**src/hw/rtl/tdng_pkg.sv**
```systemverilog
// Shared types, constants and functions of the triangular dust noise generator.
// No dependencies.
package tdng_pkg;

    // pop phase codes
    localparam logic [1:0] PH_DRAW = 2'd0;
    localparam logic [1:0] PH_GAP  = 2'd1;
    localparam logic [1:0] PH_UP   = 2'd2;
    localparam logic [1:0] PH_DOWN = 2'd3;

    // configuration register indexes
    localparam logic [1:0] CFG_MEAN_GAP  = 2'd0;
    localparam logic [1:0] CFG_POP_WIDTH = 2'd1;
    localparam logic [1:0] CFG_SYMMETRY  = 2'd2;
    localparam logic [1:0] CFG_SEED      = 2'd3;

    // symmetry codes
    localparam logic [1:0] SYM_NEG  = 2'd1;
    localparam logic [1:0] SYM_BOTH = 2'd2;

    localparam logic [23:0] MEAN_GAP_RESET = 24'd4410;
    localparam logic [31:0] SEED_RESET     = 32'd12345;
    localparam logic [1:0]  SYM_RESET      = 2'd0;

    localparam int          LOG_FRAC = 24;
    localparam logic [31:0] LN2_Q32  = 32'd2977044472;

    // LCG x*69069+1 applied once, twice and three times
    localparam logic [31:0] LCG_A1 = 32'd69069;
    localparam logic [31:0] LCG_A2 = 32'd475559465;
    localparam logic [31:0] LCG_A3 = 32'd2801775573;
    localparam logic [31:0] LCG_C1 = 32'd1;
    localparam logic [31:0] LCG_C2 = 32'd69070;
    localparam logic [31:0] LCG_C3 = 32'd475628535;

    typedef struct packed {
        logic [31:0] a;
        logic [31:0] b;
        logic [31:0] c;
    } rng_t;

    typedef struct packed {
        logic tick_start;
        logic gap_dec;
        logic zero_width;
        logic pop_start;
        logic div_step;
        logic div_done;
        logic ramp;
        logic rng_step;
        logic norm_init;
        logic norm_shift;
        logic log_sq;
        logic log_mul;
        logic gap_mul;
        logic set_draw;
        logic finish;
    } cmd_t;

    typedef struct packed {
        logic [1:0] phase;
        logic       gap_zero;
        logic       width_zero;
        logic       mg_zero;
        logic       norm_done;
        logic       ramp_end;
    } sts_t;

    function automatic rng_t taus_step(rng_t s);
        rng_t        n;
        logic [31:0] t;
        t   = ((s.a << 13) ^ s.a) >> 19;
        n.a = ((s.a & 32'hFFFF_FFFE) << 12) ^ t;
        t   = ((s.b << 2) ^ s.b) >> 25;
        n.b = ((s.b & 32'hFFFF_FFF8) << 4) ^ t;
        t   = ((s.c << 3) ^ s.c) >> 11;
        n.c = ((s.c & 32'hFFFF_FFF0) << 17) ^ t;
        return n;
    endfunction

    function automatic rng_t expand_seed(logic [31:0] s);
        rng_t r;
        r.a = s * LCG_A1 + LCG_C1;
        r.b = s * LCG_A2 + LCG_C2;
        r.c = s * LCG_A3 + LCG_C3;
        if (r.a < 32'd2)
        begin
            r.a = r.a + 32'd2;
        end
        if (r.b < 32'd8)
        begin
            r.b = r.b + 32'd8;
        end
        if (r.c < 32'd16)
        begin
            r.c = r.c + 32'd16;
        end
        return r;
    endfunction

endpackage

```
**src/hw/rtl/tdng_ctrl.sv**
```systemverilog
// Sequencer of the triangular dust noise generator.
// Depends on tdng_pkg; drives tdng_dp through cmd_t and reads sts_t.
module tdng_ctrl #(
    parameter int SAMPLE_BITS = 24,
    parameter int WIDTH_BITS  = 16
) (
    input  logic           clk,
    input  logic           rst_n,
    input  logic           in_valid,
    input  logic           in_tick,
    output logic           in_ready,
    output logic           out_valid,
    input  logic           out_ready,
    input  tdng_pkg::sts_t sts,
    output tdng_pkg::cmd_t cmd
);

    localparam int DIV_N = SAMPLE_BITS + WIDTH_BITS;
    localparam int CNT_N = (DIV_N > tdng_pkg::LOG_FRAC) ? DIV_N : tdng_pkg::LOG_FRAC;
    localparam int CNT_W = $clog2(CNT_N);

    localparam logic [3:0] S_IDLE = 4'd0;
    localparam logic [3:0] S_GAP  = 4'd1;
    localparam logic [3:0] S_DIV  = 4'd2;
    localparam logic [3:0] S_DIVD = 4'd3;
    localparam logic [3:0] S_RAMP = 4'd4;
    localparam logic [3:0] S_DRAW = 4'd5;
    localparam logic [3:0] S_NI   = 4'd6;
    localparam logic [3:0] S_NORM = 4'd7;
    localparam logic [3:0] S_SQ   = 4'd8;
    localparam logic [3:0] S_LMUL = 4'd9;
    localparam logic [3:0] S_GMUL = 4'd10;
    localparam logic [3:0] S_PK   = 4'd11;
    localparam logic [3:0] S_SET  = 4'd12;
    localparam logic [3:0] S_FIN  = 4'd13;

    localparam logic [CNT_W-1:0] DIV_LAST = CNT_W'(DIV_N - 1);
    localparam logic [CNT_W-1:0] SQ_LAST  = CNT_W'(tdng_pkg::LOG_FRAC - 1);

    logic [3:0]       state_reg, state_next;
    logic [CNT_W-1:0] cnt_reg, cnt_next;
    logic             ret_reg, ret_next;   // 1: after draw go on to the gap check
    logic             out_valid_reg, out_valid_next;
    logic             ramping;

    assign in_ready  = (state_reg == S_IDLE);
    assign out_valid = out_valid_reg;
    assign ramping   = (sts.phase == tdng_pkg::PH_UP) || (sts.phase == tdng_pkg::PH_DOWN);

    always_comb
    begin
        cmd            = '0;
        state_next     = state_reg;
        cnt_next       = cnt_reg;
        ret_next       = ret_reg;
        out_valid_next = out_valid_reg && !out_ready;
        unique case (state_reg)
            S_IDLE:
            begin
                if (in_valid)
                begin
                    if (in_tick)
                    begin
                        cmd.tick_start = 1'b1;
                        if (sts.phase == tdng_pkg::PH_DRAW)
                        begin
                            ret_next   = 1'b1;
                            state_next = S_DRAW;
                        end
                        else
                        begin
                            state_next = S_GAP;
                        end
                    end
                    else
                    begin
                        state_next = S_FIN;
                    end
                end
            end
            S_GAP:
            begin
                if (sts.phase == tdng_pkg::PH_GAP)
                begin
                    if (!sts.gap_zero)
                    begin
                        cmd.gap_dec = 1'b1;
                        state_next  = S_RAMP;
                    end
                    else if (sts.width_zero)
                    begin
                        cmd.zero_width = 1'b1;
                        ret_next       = 1'b0;
                        state_next     = S_DRAW;
                    end
                    else
                    begin
                        cmd.pop_start = 1'b1;
                        cnt_next      = '0;
                        state_next    = S_DIV;
                    end
                end
                else
                begin
                    state_next = S_RAMP;
                end
            end
            S_DIV:
            begin
                cmd.div_step = 1'b1;
                if (cnt_reg == DIV_LAST)
                begin
                    state_next = S_DIVD;
                end
                else
                begin
                    cnt_next = cnt_reg + 1'b1;
                end
            end
            S_DIVD:
            begin
                cmd.div_done = 1'b1;
                state_next   = S_RAMP;
            end
            S_RAMP:
            begin
                state_next = S_FIN;
                if (ramping)
                begin
                    cmd.ramp = 1'b1;
                    if (sts.ramp_end)
                    begin
                        ret_next   = 1'b0;
                        state_next = S_DRAW;
                    end
                end
            end
            S_DRAW:
            begin
                if (sts.mg_zero)
                begin
                    state_next = S_PK;
                end
                else
                begin
                    cmd.rng_step = 1'b1;
                    state_next   = S_NI;
                end
            end
            S_NI:
            begin
                cmd.norm_init = 1'b1;
                state_next    = S_NORM;
            end
            S_NORM:
            begin
                if (sts.norm_done)
                begin
                    cnt_next   = '0;
                    state_next = S_SQ;
                end
                else
                begin
                    cmd.norm_shift = 1'b1;
                end
            end
            S_SQ:
            begin
                cmd.log_sq = 1'b1;
                if (cnt_reg == SQ_LAST)
                begin
                    state_next = S_LMUL;
                end
                else
                begin
                    cnt_next = cnt_reg + 1'b1;
                end
            end
            S_LMUL:
            begin
                cmd.log_mul = 1'b1;
                state_next  = S_GMUL;
            end
            S_GMUL:
            begin
                cmd.gap_mul = 1'b1;
                state_next  = S_PK;
            end
            S_PK:
            begin
                cmd.rng_step = 1'b1;
                state_next   = S_SET;
            end
            S_SET:
            begin
                cmd.set_draw = 1'b1;
                state_next   = ret_reg ? S_GAP : S_FIN;
            end
            S_FIN:
            begin
                if (!out_valid_reg || out_ready)
                begin
                    cmd.finish     = 1'b1;
                    out_valid_next = 1'b1;
                    state_next     = S_IDLE;
                end
            end
            default:
            begin
                state_next = S_IDLE;
            end
        endcase
    end

    always_ff @(posedge clk or negedge rst_n)
    begin
        if (!rst_n)
        begin
            state_reg     <= S_IDLE;
            cnt_reg       <= '0;
            ret_reg       <= 1'b0;
            out_valid_reg <= 1'b0;
        end
        else
        begin
            state_reg     <= state_next;
            cnt_reg       <= cnt_next;
            ret_reg       <= ret_next;
            out_valid_reg <= out_valid_next;
        end
    end

endmodule

```
**config.mk**
```make
export PLATFORM = sky130hd
export DESIGN_NAME = tdng_ctrl
export DESIGN_NICKNAME = d
export VERILOG_FILES = /design/src/hw/rtl/tdng_pkg.sv /design/src/hw/rtl/tdng_ctrl.sv
export SDC_FILE = /design/constraint.sdc
export NUM_CORES = 1
export LEC_CHECK = 0
export BUFFER_PORTS_ARGS = -buffer_cell sky130_fd_sc_hd__buf_4
export CAP_MARGIN = 5
export CORE_UTILIZATION = 45
export CTS_BUF_LIST = sky130_fd_sc_hd__clkbuf_4
export DETAILED_ROUTE_END_ITERATION = 16
export PLACE_DENSITY = 0.73
export RECOVER_POWER = 50
export SYNTH_ARGS = -nofsm -noshare
export SYNTH_HDL_FRONTEND = slang
export SYNTH_SLANG_ARGS = --single-unit
```
**constraint.sdc**
```tcl
create_clock -name clk -period 1.95 [get_ports clk]
set_input_delay 0.4875 -clock clk [delete_from_list [all_inputs] [get_ports clk]]
set_output_delay 0.4875 -clock clk [all_outputs]
set_load 0.02 [all_outputs]
```
Word level (Yosys, flattened, before mapping)

Cells that the tools add are included.

Bits of input ports: 12
Output and inout bits: 17
Word-level logic and storage cells: 107
Bits in registers: 12

$add $sub $neg: 1
Reductions and logical operators: 12
Equal/unequal tests: 33
Multiplexer cells: 57

Operators with widths:

| cell                                                                  | number |
|---|---|
| 4-bit case mux with 14 select lines                                   | 1 |
| 4-bit 2-to-1 mux                                                      | 10 |
| 6-bit 2-to-1 mux                                                      | 6 |
| 1-bit 2-to-1 mux                                                      | 30 |
| 2-bit != test, second input constant                                  | 14 |
| 4-bit equality test, second input constant                            | 6 |
| 6-bit case mux with 4 select lines                                    | 1 |
| 3-bit 2-to-1 mux                                                      | 6 |
| 4-bit by 3-bit equality test with 1-bit output, second input constant | 4 |
| 9-bit AND reduction                                                   | 1 |
| 4-bit by 2-bit equality test with 1-bit output, second input constant | 2 |
| 7-bit AND reduction                                                   | 1 |
| 6-bit by 1-bit adder with 6-bit output, second input constant         | 1 |
| 6-bit by 5-bit equality test with 1-bit output, second input constant | 1 |
| 6-bit equality test, second input constant                            | 1 |
| 5-bit AND reduction                                                   | 1 |
| 2-bit equality test, second input constant                            | 2 |
| 4-bit by 1-bit equality test with 1-bit output, second input constant | 1 |
| 4-bit logical NOT                                                     | 1 |
| 4-bit nonzero test                                                    | 1 |
| 1-bit case mux with 3 select lines                                    | 1 |
| 3-bit nonzero test                                                    | 1 |
| 2-bit by 1-bit equality test with 1-bit output, second input constant | 1 |
| 1-bit logical NOT                                                     | 2 |
| 6 further kinds                                                       | 7 |

Depth between registers and ports, before layout

Gate-level depths: netlist of the first run.

Depth after elaboration: 5
Mapped depth: 8
Depth with buffers taken out: 6

Least setup slack after synthesis of the first run

No wires, ideal clock.

Path type: flip-flop to flip-flop
Start point: register state_reg[1]
End point: register cnt_reg[3]
Arrival: 2235 ps
Cell stages (with the launch flop): 7
Path slack: -414 ps
Data required time: 1822 ps
Cells stage by stage: dfrtp_1 buf_2 nor4b_1 o41ai_1 a221o_1 o21ai_0 o31ai_1

Longest elaborated chain between the ends: 3

Ends and longest elaborated chain:

| item                                                                 | RTL line         | RTL |
|---|---|---|
| start: declaration                                                   | tdng_ctrl.sv:40  | `logic [3:0] state_reg, state_next;` |
| start signal: assignment                                             | tdng_ctrl.sv:226 | `state_reg <= state_next;` |
| 4-bit equality test, or another cell as far along                    | tdng_ctrl.sv:57  | `unique case (state_reg)` |
| 4-bit nonzero test (no line) / 2-bit != test (equally long branches) | -                |  |
| 7-bit AND reduction (no line)                                        | -                |  |
| end signal: assignment                                               | tdng_ctrl.sv:227 | `cnt_reg <= cnt_next;` |
| end: declaration                                                     | tdng_ctrl.sv:41  | `logic [CNT_W-1:0] cnt_reg, cnt_next;` |

Several ways; a longest one is shown, not always the timed one.
A chain may end at the register's enable or synchronous reset.

Final worst setup path of the first run

Start point: register state_reg[2]
End point: register cnt_reg[2]

Same word-level chain as after synthesis.

==> metrics.yaml, run 1 <==
yosys:
  ys_ff_latch: 12
  synth_flop_cell: "dfrtp_1"
  syn_area_um2: 1040
  synth_edf_count: 0
  ys_warn_count: 0
  synthArstFlopShare_pct: 100
  synth_area_leaders: "dfrtp_1 (29%), nor2_1 (6.5%), o21ai_0 (5.8%), nand2_1 (5.1%), nor2b_1 (4.2%)"
  syn_area_per_cell_um2: 7.37
  synth_cells: 141
  synth_top_area_cell: "dfrtp_1"
  syn-num-nets: 154
  ys_seq_area_share_pct: 28.9
  synth_cell_types: 41
  synth_top_area_share_pct: 28.9
die:
  die_w_um: 50.1
  die-area_um2: 2510
  start_util_pct: 47.5
  ioPinCount: 29
  rows: 17
  core-area_um2: 2190
  die_y_um: 50.1
cts:
  ctsRootBufferMaster: "clkbuf_4"
  clk_pin_slew_ps: 80
  cts_sinks: 12
  clk_latency_ps: 290
  cts_tree: "yes"
  cts_max_path_buffers: 2
  htree_num_levels: 1
  cts_made_buffers: 3
detailed_routing:
  wl_per_cell_um: 20.9
  firstDrtPassIters: 6
  route.detailed.drc: 0
  routed_via_density: 6.59
  routed-via-count: 1436
  antenna_left: 0
  dr.first_iter.drc_count: 63
  wl_um: 4570
setup_path:
  critPathCaptureType: "register"
  worst_r2r_path_depth: 9
  crit_top_cell: "buf_4"
  regToRegEndpoint: "cnt_reg[2]"
  slowest_delay_ps: 410
  crit_path_top_delay_cell: "a221o_1"
  cp_max_fo: 5
  r2r_start: "state_reg[2]"
  critPathTopFamily: "compound AO/OA/AOI/OAI gates"
  critPathKind: "register to register"
  cp_num_buf_inv: 4
  path_cells: "buf_4, buf_6, bufbuf_16, buf_4, xnor2_1, a2bb2oi_1, a221o_1, o21ai_1, o21ai_0"
  cp.required_ps: 2110
  cp_data_arrival_time_ps: 2390
  reg2reg_slack_ps: -280
  cp.depth: 9
  cp-start-kind: "register"
finish:
  largest_reg_flops: 6
  final_common_cell: "buf_4"
  layout_common_cells: "buf_4 (31), buf_6 (16), nor2_1 (13)"
  num_antenna_cells: 0
  fin_nets: 204
  drive_gt1_share_pct: 44.7
  syn_to_final_growth_pct: 76.1
grt:
  met3_usage_pct: 7.72
  grt_pass1_wl_um: 5500
  grt_use_met1_pct: 32.5
  grt_antenna_before_repair: 0
  grt_busiest_layer: "met2"
  overflow: 0
  track_usage_pct: 28.8
  grt_start_max_net_pins: 23
  use_met2_pct: 51.8
  grt_pass1_vias: 1240
place:
  routabilityCongestion: 0.906
  dp_hpwl_um: 2210
  place_ws_ps: -23.1
  portBuffers: 28
run_status:
  status: "complete, but fails checks"
  violations: "setup timing"
power:
  irDropWorstVdd_mv: 1.36
  power_density_nw_per_um2: 1590
  p_leak_uw: 0.000790
sta:
  setup_slack_ps: -280
  fmax_mhz: 448
  min_period_over_period_pct: 114
  slew_headroom_pct: 55.4
  maxSlewViolCount: 0
  fin_skew_ps: 2.96
  min_period_ps: 2230
  setup_viol: 20
  rsz0062_at_grt: "true"
  max_slew.worst_pin.slew_ps: 668
  finalHoldViolCount: 0
  fin_hold_ws_ps: 201
run:
  cap_viol_max_count: 0
min_path:
  hp-class: "input port to asynchronous set/reset pin"
worst max-delay path by stage:
stage | start | to | slack [ps]
6_report | state_reg[2] | cnt_reg[2] | -280
5_1_grt | state_reg[2] | cnt_reg[4] | -360
4_1_cts | state_reg[3] | cmd[13] | -270
3_5_place_dp | state_reg[2] | cmd[13] | -20
3_3_place_gp | state_reg[2] | cmd[13] | 7
2_1_floorplan | state_reg[2] | cmd[14] | -140
synthesized netlist by cell type (all sizes together) (2+ instances only):
cell / instances
a21o: 3
a21oi: 3
and3: 4
buf: 5
clkbuf: 6
dfrtp: 12
inv: 2
nand2: 14
nand2b: 5
nand3: 8
nor2: 18
nor2b: 7
nor3: 7
nor4: 3
nor4b: 3
o211ai: 2
o21a: 3
o21ai: 12
o31ai: 4
final cells by class:
cell class              count  area, µm²
fillers                   116        360
flip-flops and latches     12        300
well taps                  28       35.0
clock inverters             1       3.75
clock buffers               3       22.5
repair buffers             55        559
inverters                   2       7.51
multi-input cells         117        902
where the power goes:
| group | internal, µW | total, µW | switching, µW | leakage, µW |
|---|---|---|---|---|
| Combinational | 1090 | 2340 | 1250 | 0.000618 |
| Sequential | 330 | 404 | 73.4 | 0.000157 |
| Clock | 74.5 | 169 | 94.1 | 0.0000154 |
| Total | 1490 | 2910 | 1420 | 0.000790 |
metrics by stage:
stage / utilization [%] / instances / power (µW) / cell area, µm² / TNS [ps]
final: 83.6 / 218 / 2910 / 1830 / -3310
after global routing: 83.6 / 218 / 3050 / 1830 / -4620
after CTS: 71.0 / 207 / 2280 / 1560 / -994
after detailed placement: 62.4 / 197 / 1830 / 1370 / -35.2
after global placement: 62.4 / 197 / 1790 / 1370 / 0
after floorplan: - / 141 / 1400 / 1080 / -678
what timing repair did:
item	4_1_cts	5_1_grt
gates resized for setup	19	46
endpoints found under the setup margin	12	23
hold buffers	0	0
setup buffers	5	11
cloned	1	1
pin swaps	9	11
kinds of logic (layout without fill, tap and decap cells):
| family | Yosys count | after routing | share of synthesized area [%] |
|---|---|---|---|
| flip-flops | 12 | 12 | 28.9 |
| AND/OR/NAND/NOR | 75 | 75 | 37.5 |
| adder cells (fa/ha/maj) | 1 | 1 | 1.20 |
| XOR/XNOR | 2 | 2 | 1.69 |
| AO/OA/AOI/OAI | 38 | 39 | 25.0 |
| buffers and inverters | 13 | 61 | 5.66 |
worst reg2reg max path: stages (launching register included):
cell and delay [ps]:
dfrtp_1 400, buf_4 140, buf_6 110, bufbuf_16 260, buf_4 140, xnor2_1 200, a2bb2oi_1 130, a221o_1 410
o21ai_1 190, o21ai_0 120
metal layers:
metal	routed length [µm]	part of all wire (%)
met2	2280	50
met4	200	4.4
met1	1680	37
met5	0	0
met3	409	9.0
(Power assumes the default switching activity.)
==> run 2, diff against run 1 <==
BUFFER_PORTS_ARGS = -buffer_cell sky130_fd_sc_hd__buf_2   (was -buffer_cell sky130_fd_sc_hd__buf_4)
==> run 2 against run 1 <==
  * The flow still finishes with violations (setup timing)
  * Critical path depth down 5
  * Global-route usage down 0.91 points
  * Fmax down 1.6%
  * Power down 6.5%
  * Clock-buffer cell count unchanged
  * Cell count up 1.4%
  * Critical endpoint is now cmd[13]
  * Largest power group unchanged
==> metrics.yaml, run 2 (synthesis gave the netlist of run 1 again) <==
grt:
  track_usage_pct: 27.9  # -0.91 points
  grt_pass1_wl_um: 5260  # -4.3%
  grt_antenna_before_repair: 0  # unchanged
  grt_start_max_net_pins: 23  # unchanged
  grt_pass1_vias: 1260  # +1.6%
  overflow: 0  # unchanged
detailed_routing:
  wl_um: 4250  # -6.9%
  antenna_left: 0  # unchanged
  wl_per_cell_um: 19.2  # -8.2%
  dr.first_iter.drc_count: 66  # +4.8%
  routed-via-count: 1407  # -2.0%
  firstDrtPassIters: 4  # -2
  routed_via_density: 6.37  # -3.3%
  route.detailed.drc: 0  # unchanged
place:
  portBuffers: 28  # unchanged
  dp_hpwl_um: 2320  # +4.9%
  routabilityCongestion: 0.882  # -2.6%
  dp_cells: 198  # +0.51%
  place_area_um2: 1300  # -4.6%
finish:
  stdcell_count: 221  # +1.4%
  layout_common_cells: "buf_4 (30), nand2_1 (13)"
  final_cell_area_um2: 1760  # -4.0%
  syn_to_final_growth_pct: 69.1
  post-route-util_pct: 80.2  # -3.3 points
  num_antenna_cells: 0  # unchanged
  fin_nets: 208  # +2.0%
  largest_reg_flops: 6  # unchanged
  drive_gt1_share_pct: 49.7  # +5.0 points
  final_common_cell: "buf_4"
sta:
  maxSlewViolCount: 0  # unchanged
  setup_viol: 20  # unchanged
  finalHoldViolCount: 0  # unchanged
  fmax_mhz: 441  # -1.6%
  slew_headroom_pct: 52.6  # -2.9 points
  rsz0062_at_grt: "true"
  max_slew.worst_pin.slew_ps: 711  # +43.0 ps
  fin_hold_ws_ps: 231  # +29.9 ps
  fin_skew_ps: 4.15  # +1.19 ps
  min_period_ps: 2270  # +37.3 ps
  min_period_over_period_pct: 116  # +1.9 points
  setup_slack_ps: -318  # -37.3 ps
die:
  core-area_um2: 2190  # unchanged
  die_y_um: 50.1  # unchanged
  ioPinCount: 29  # unchanged
  die_w_um: 50.1  # unchanged
  die-area_um2: 2510  # unchanged
  start_util_pct: 47.5  # unchanged
  rows: 17  # unchanged
power:
  p_leak_uw: 0.000772  # -2.3%
  irDropWorstVdd_mv: 1.11  # -18%
  power_density_nw_per_um2: 1550  # -2.6%
cts:
  htree_num_levels: 1  # unchanged
  cts_sinks: 12  # unchanged
  cts_tree: "yes"
  ctsRootBufferMaster: "clkbuf_4"
  cts_made_buffers: 3  # unchanged
  clk_pin_slew_ps: 80  # about the same
  cts_max_path_buffers: 2  # unchanged
  ctsHoldBuffers: 0  # unchanged
  clk_latency_ps: 270  # -20 ps
min_path:
  hp-class: "input port to asynchronous set/reset pin"
setup_path:
  cp-start-kind: "register"
  startpoint: "state_reg[3]"
  r2r_start: "state_reg[3]"
  cp_data_arrival_time_ps: 1780  # -610 ps
  cp.required_ps: 1460  # -650 ps
  critPathCaptureType: "output pin"
  cp_max_fo: 4  # -1
  critPathKind: "register to output pin"
run_status:
  violations: "setup timing"
  status: "complete, but fails checks"
run:
  cap_viol_max_count: 0  # unchanged
[run 2: cell count changes in the layout (fill, tap and decap cells not counted), sizes merged]
cell	before	now
buf	53	57
bufbuf	1	0
clkbuf	4	5
clkinv	1	0
[run 2: timing repair]
| item | in CTS | in global routing |
|---|---|---|
| resized for setup | 24 | 50 |
| pin swaps | 4 | 14 |
| endpoints found under the setup margin | 17 | 21 |
| setup buffers | 3 | 16 |
| gates cloned | 1 | 0 |
[run 2: per-stage QoR]
stage | setup TNS (ps) | power (µW) | setup WS (ps)
global route | -3290 | 2850 | -337
detailed placement | -236 | 1800 | -90.4
floorplan | -678 | 1400 | -144
finish | -2590 | 2730 | -318
CTS | -1170 | 2150 | -265
global placement | -5.72 | 1750 | -5.72
[run 2: worst paths after layout]
check | to | slack (ps) | cells after the start
setup / recovery | cmd[13] | -320 | 4
max in group asynchronous | cnt_reg[0] | 1270 | 1
min in group clk | out_valid | 510 | 3
hold / removal | cnt_reg[2] | 230 | 1
setup reg to reg | cnt_reg[4] | -180 | 6
hold reg to reg | out_valid | 540 | 2
[run 2: power breakdown]
group	total, µW	internal (µW)	leakage (µW)	switching, µW
logic	2160	973	0.000602	1190
registers	409	331	0.000157	78.4
clock network	155	71.6	0.0000138	83.4
[run 2: per-layer routing]
layer / up-vias / global-route usage [%] / wire, µm
li1: 626 / - / -
met1: 679 / 30.6 / 1580
met2: 90 / 48.2 / 2220
met3: 12 / 6.79 / 335
met4: 0 / 15.7 / 113
met5: - / 0 / 0
[run 2: final cells by class]
class                   count  area, µm²
clock buffers               3       22.5
fillers                   121        433
inverters                   2       7.51
multi-input cells         117        906
flip-flops and latches     12        300
well taps                  28       35.0
repair buffers             59        487
[run 2: worst max-delay path: stages (launching register included)]
cell and delay (ps):
dfrtp_1 400, or4b_4 580, buf_6 150, nor4b_4 190, buf_4 170
==> run 3, diff against run 2 <==
RECOVER_POWER = 100   (was 50)
==> run 3 against run 2 <==
  * The flow still finishes with violations (setup timing)
  * Register-to-register slack about the same
  * Fmax about the same
  * Clock skew about the same
  * Clock power about the same
  * Sequential cell count unchanged
  * First-iteration DRC count unchanged
  * Global-route usage unchanged
  * Hold slack unchanged
  * Cell count unchanged
  * Non-clock buffer count unchanged
  * Via count about the same
  * Critical path depth unchanged
  * Largest cell class unchanged
==> metrics.yaml, run 3 (synthesis gave the netlist of run 1 again) <==
run_status:
  status: "complete, but fails checks"
  violations: "setup timing"
sta:
  finalHoldViolCount: 0  # unchanged
  max_slew.worst_pin.slew_ps: 711  # unchanged
  setup_viol: 20  # unchanged
  setup_slack_ps: -318  # -0.0440 ps
  rsz0062_at_grt: "true"
  slew_headroom_pct: 52.6  # unchanged
  min_period_over_period_pct: 116  # about the same
  fin_skew_ps: 4.12  # -0.0292 ps
  fmax_mhz: 441  # about the same
  min_period_ps: 2270  # +0.0440 ps
  maxSlewViolCount: 0  # unchanged
cts:
  cts_max_path_buffers: 2  # unchanged
  cts_sinks: 12  # unchanged
  clk_latency_ps: 270  # about the same
  ctsRootBufferMaster: "clkbuf_4"
  clk_pin_slew_ps: 80  # about the same
  htree_num_levels: 1  # unchanged
  cts_made_buffers: 3  # unchanged
  cts_tree: "yes"
detailed_routing:
  antenna_left: 0  # unchanged
  routed_via_density: 6.37  # about the same
  wl_per_cell_um: 19.2  # -0.12%
  route.detailed.drc: 0  # unchanged
  routed-via-count: 1408  # +0.071%
  wl_um: 4240  # -0.12%
  dr.first_iter.drc_count: 66  # unchanged
  firstDrtPassIters: 4  # unchanged
finish:
  final_common_cell: "buf_4"
  drive_gt1_share_pct: 49.2  # -0.52 points
  syn_to_final_growth_pct: 69.0  # about the same
  layout_common_cells: "buf_4 (29), nand2_1 (13), nor2_1 (12), dfrtp_1 (12), buf_6 (12)"
  fin_nets: 208  # unchanged
  num_antenna_cells: 0  # unchanged
  largest_reg_flops: 6  # unchanged
setup_path:
  cp_max_fo: 4  # unchanged
  critPathKind: "register to output pin"
  cp_data_arrival_time_ps: 1780  # about the same
  cp-start-kind: "register"
  worst_r2r_path_depth: 6  # unchanged
  critPathCaptureType: "output pin"
  cp.required_ps: 1460  # about the same
grt:
  overflow: 0  # unchanged
  grt_start_max_net_pins: 23  # unchanged
  grt_antenna_before_repair: 0  # unchanged
  track_usage_pct: 27.9  # unchanged
  grt_pass1_vias: 1260  # unchanged
  grt_pass1_wl_um: 5260  # unchanged
die:
  die_w_um: 50.1  # unchanged
  start_util_pct: 47.5  # unchanged
  ioPinCount: 29  # unchanged
  core-area_um2: 2190  # unchanged
  rows: 17  # unchanged
  die-area_um2: 2510  # unchanged
  die_y_um: 50.1  # unchanged
power:
  clkPwrFrac_pct: 5.7  # about the same
  sw_frac_of_total_pct: 49.6  # about the same
  switchingPower_uw: 1350  # about the same
  irDropWorstVdd_mv: 1.11  # about the same
  p_int_uw: 1370  # -0.11%
  seq_power_share_pct: 15.0  # about the same
  power_density_nw_per_um2: 1550  # about the same
  p_leak_uw: 0.000768  # -0.53%
  power.total_uw: 2720  # about the same
  combPwrFrac_pct: 79.3  # about the same
place:
  routabilityCongestion: 0.882  # unchanged
  portBuffers: 28  # unchanged
  place_ws_ps: -90.4  # unchanged
  dp_hpwl_um: 2320  # unchanged
min_path:
  hp-class: "input port to asynchronous set/reset pin"
run:
  cap_viol_max_count: 0  # unchanged
-- run 3: worst max-delay path, cell delays in order (launching register included) --
cell	delay, ps
dfrtp_1	400
or4b_4	580
buf_6	150
nor4b_4	190
buf_4	170
-- run 3: per-stage QoR --
stage / area (µm²) / setup TNS [ps] / std cells / hold slack, ps / util, %
2_1_floorplan: 1080 / -678 / 141 / 192 / -
5_1_grt: 1760 / -3280 / 221 / 288 / 80.2
6_report: 1760 / -2580 / 221 / 231 / 80.2
4_1_cts: 1460 / -1170 / 205 / 87.6 / 66.5
3_3_place_gp: 1300 / -5.72 / 198 / 372 / 59.5
3_5_place_dp: 1300 / -236 / 198 / 386 / 59.5
-- run 3: worst paths after layout --
kind | endpoint | start | slack, ps
min reg2reg | out_valid | out_valid | 550
min in group clk | out_valid | out_ready | 510
max reg2reg | cnt_reg[4] | state_reg[3] | -180
max | cmd[13] | state_reg[3] | -320
max in group asynchronous | cnt_reg[0] | rst_n | 1270
min | cnt_reg[2] | rst_n | 230
-- run 3: power groups by stage --
stage | clock network [µW] | registers, µW | logic [µW]
final | 155 | 409 | 2160
after global placement | 0 | 385 | 1360
after detailed placement | 0 | 393 | 1410
after floorplan | 0 | 381 | 1020
after global routing | 167 | 410 | 2280
after CTS | 158 | 390 | 1600
-- run 3: layout make-up --
type	count	area (µm²)
clock buffer	3	22.5
multi-input combinational	117	906
inverter	2	7.51
sequential	12	300
fill	122	434
tap	28	35.0
timing repair buffer	59	485
-- run 3: what timing repair did --
| action | in CTS | in global routing |
|---|---|---|
| setup buffers | 3 | 16 |
| endpoints found under the hold margin | 0 | 0 |
| resized for setup | 24 | 50 |
| cloned | 1 | 0 |
| endpoints found under the setup margin | 17 | 21 |
| hold buffers | 0 | 0 |
| pin swaps | 4 | 14 |
-- run 3: layer usage --
layer | track usage (%) | vias up | wire (µm)
li1 | - | 627 | -
met1 | 30.6 | 679 | 1580
met2 | 48.2 | 90 | 2220
met3 | 6.79 | 12 | 333
met4 | 15.7 | 0 | 113
met5 | 0 | - | 0
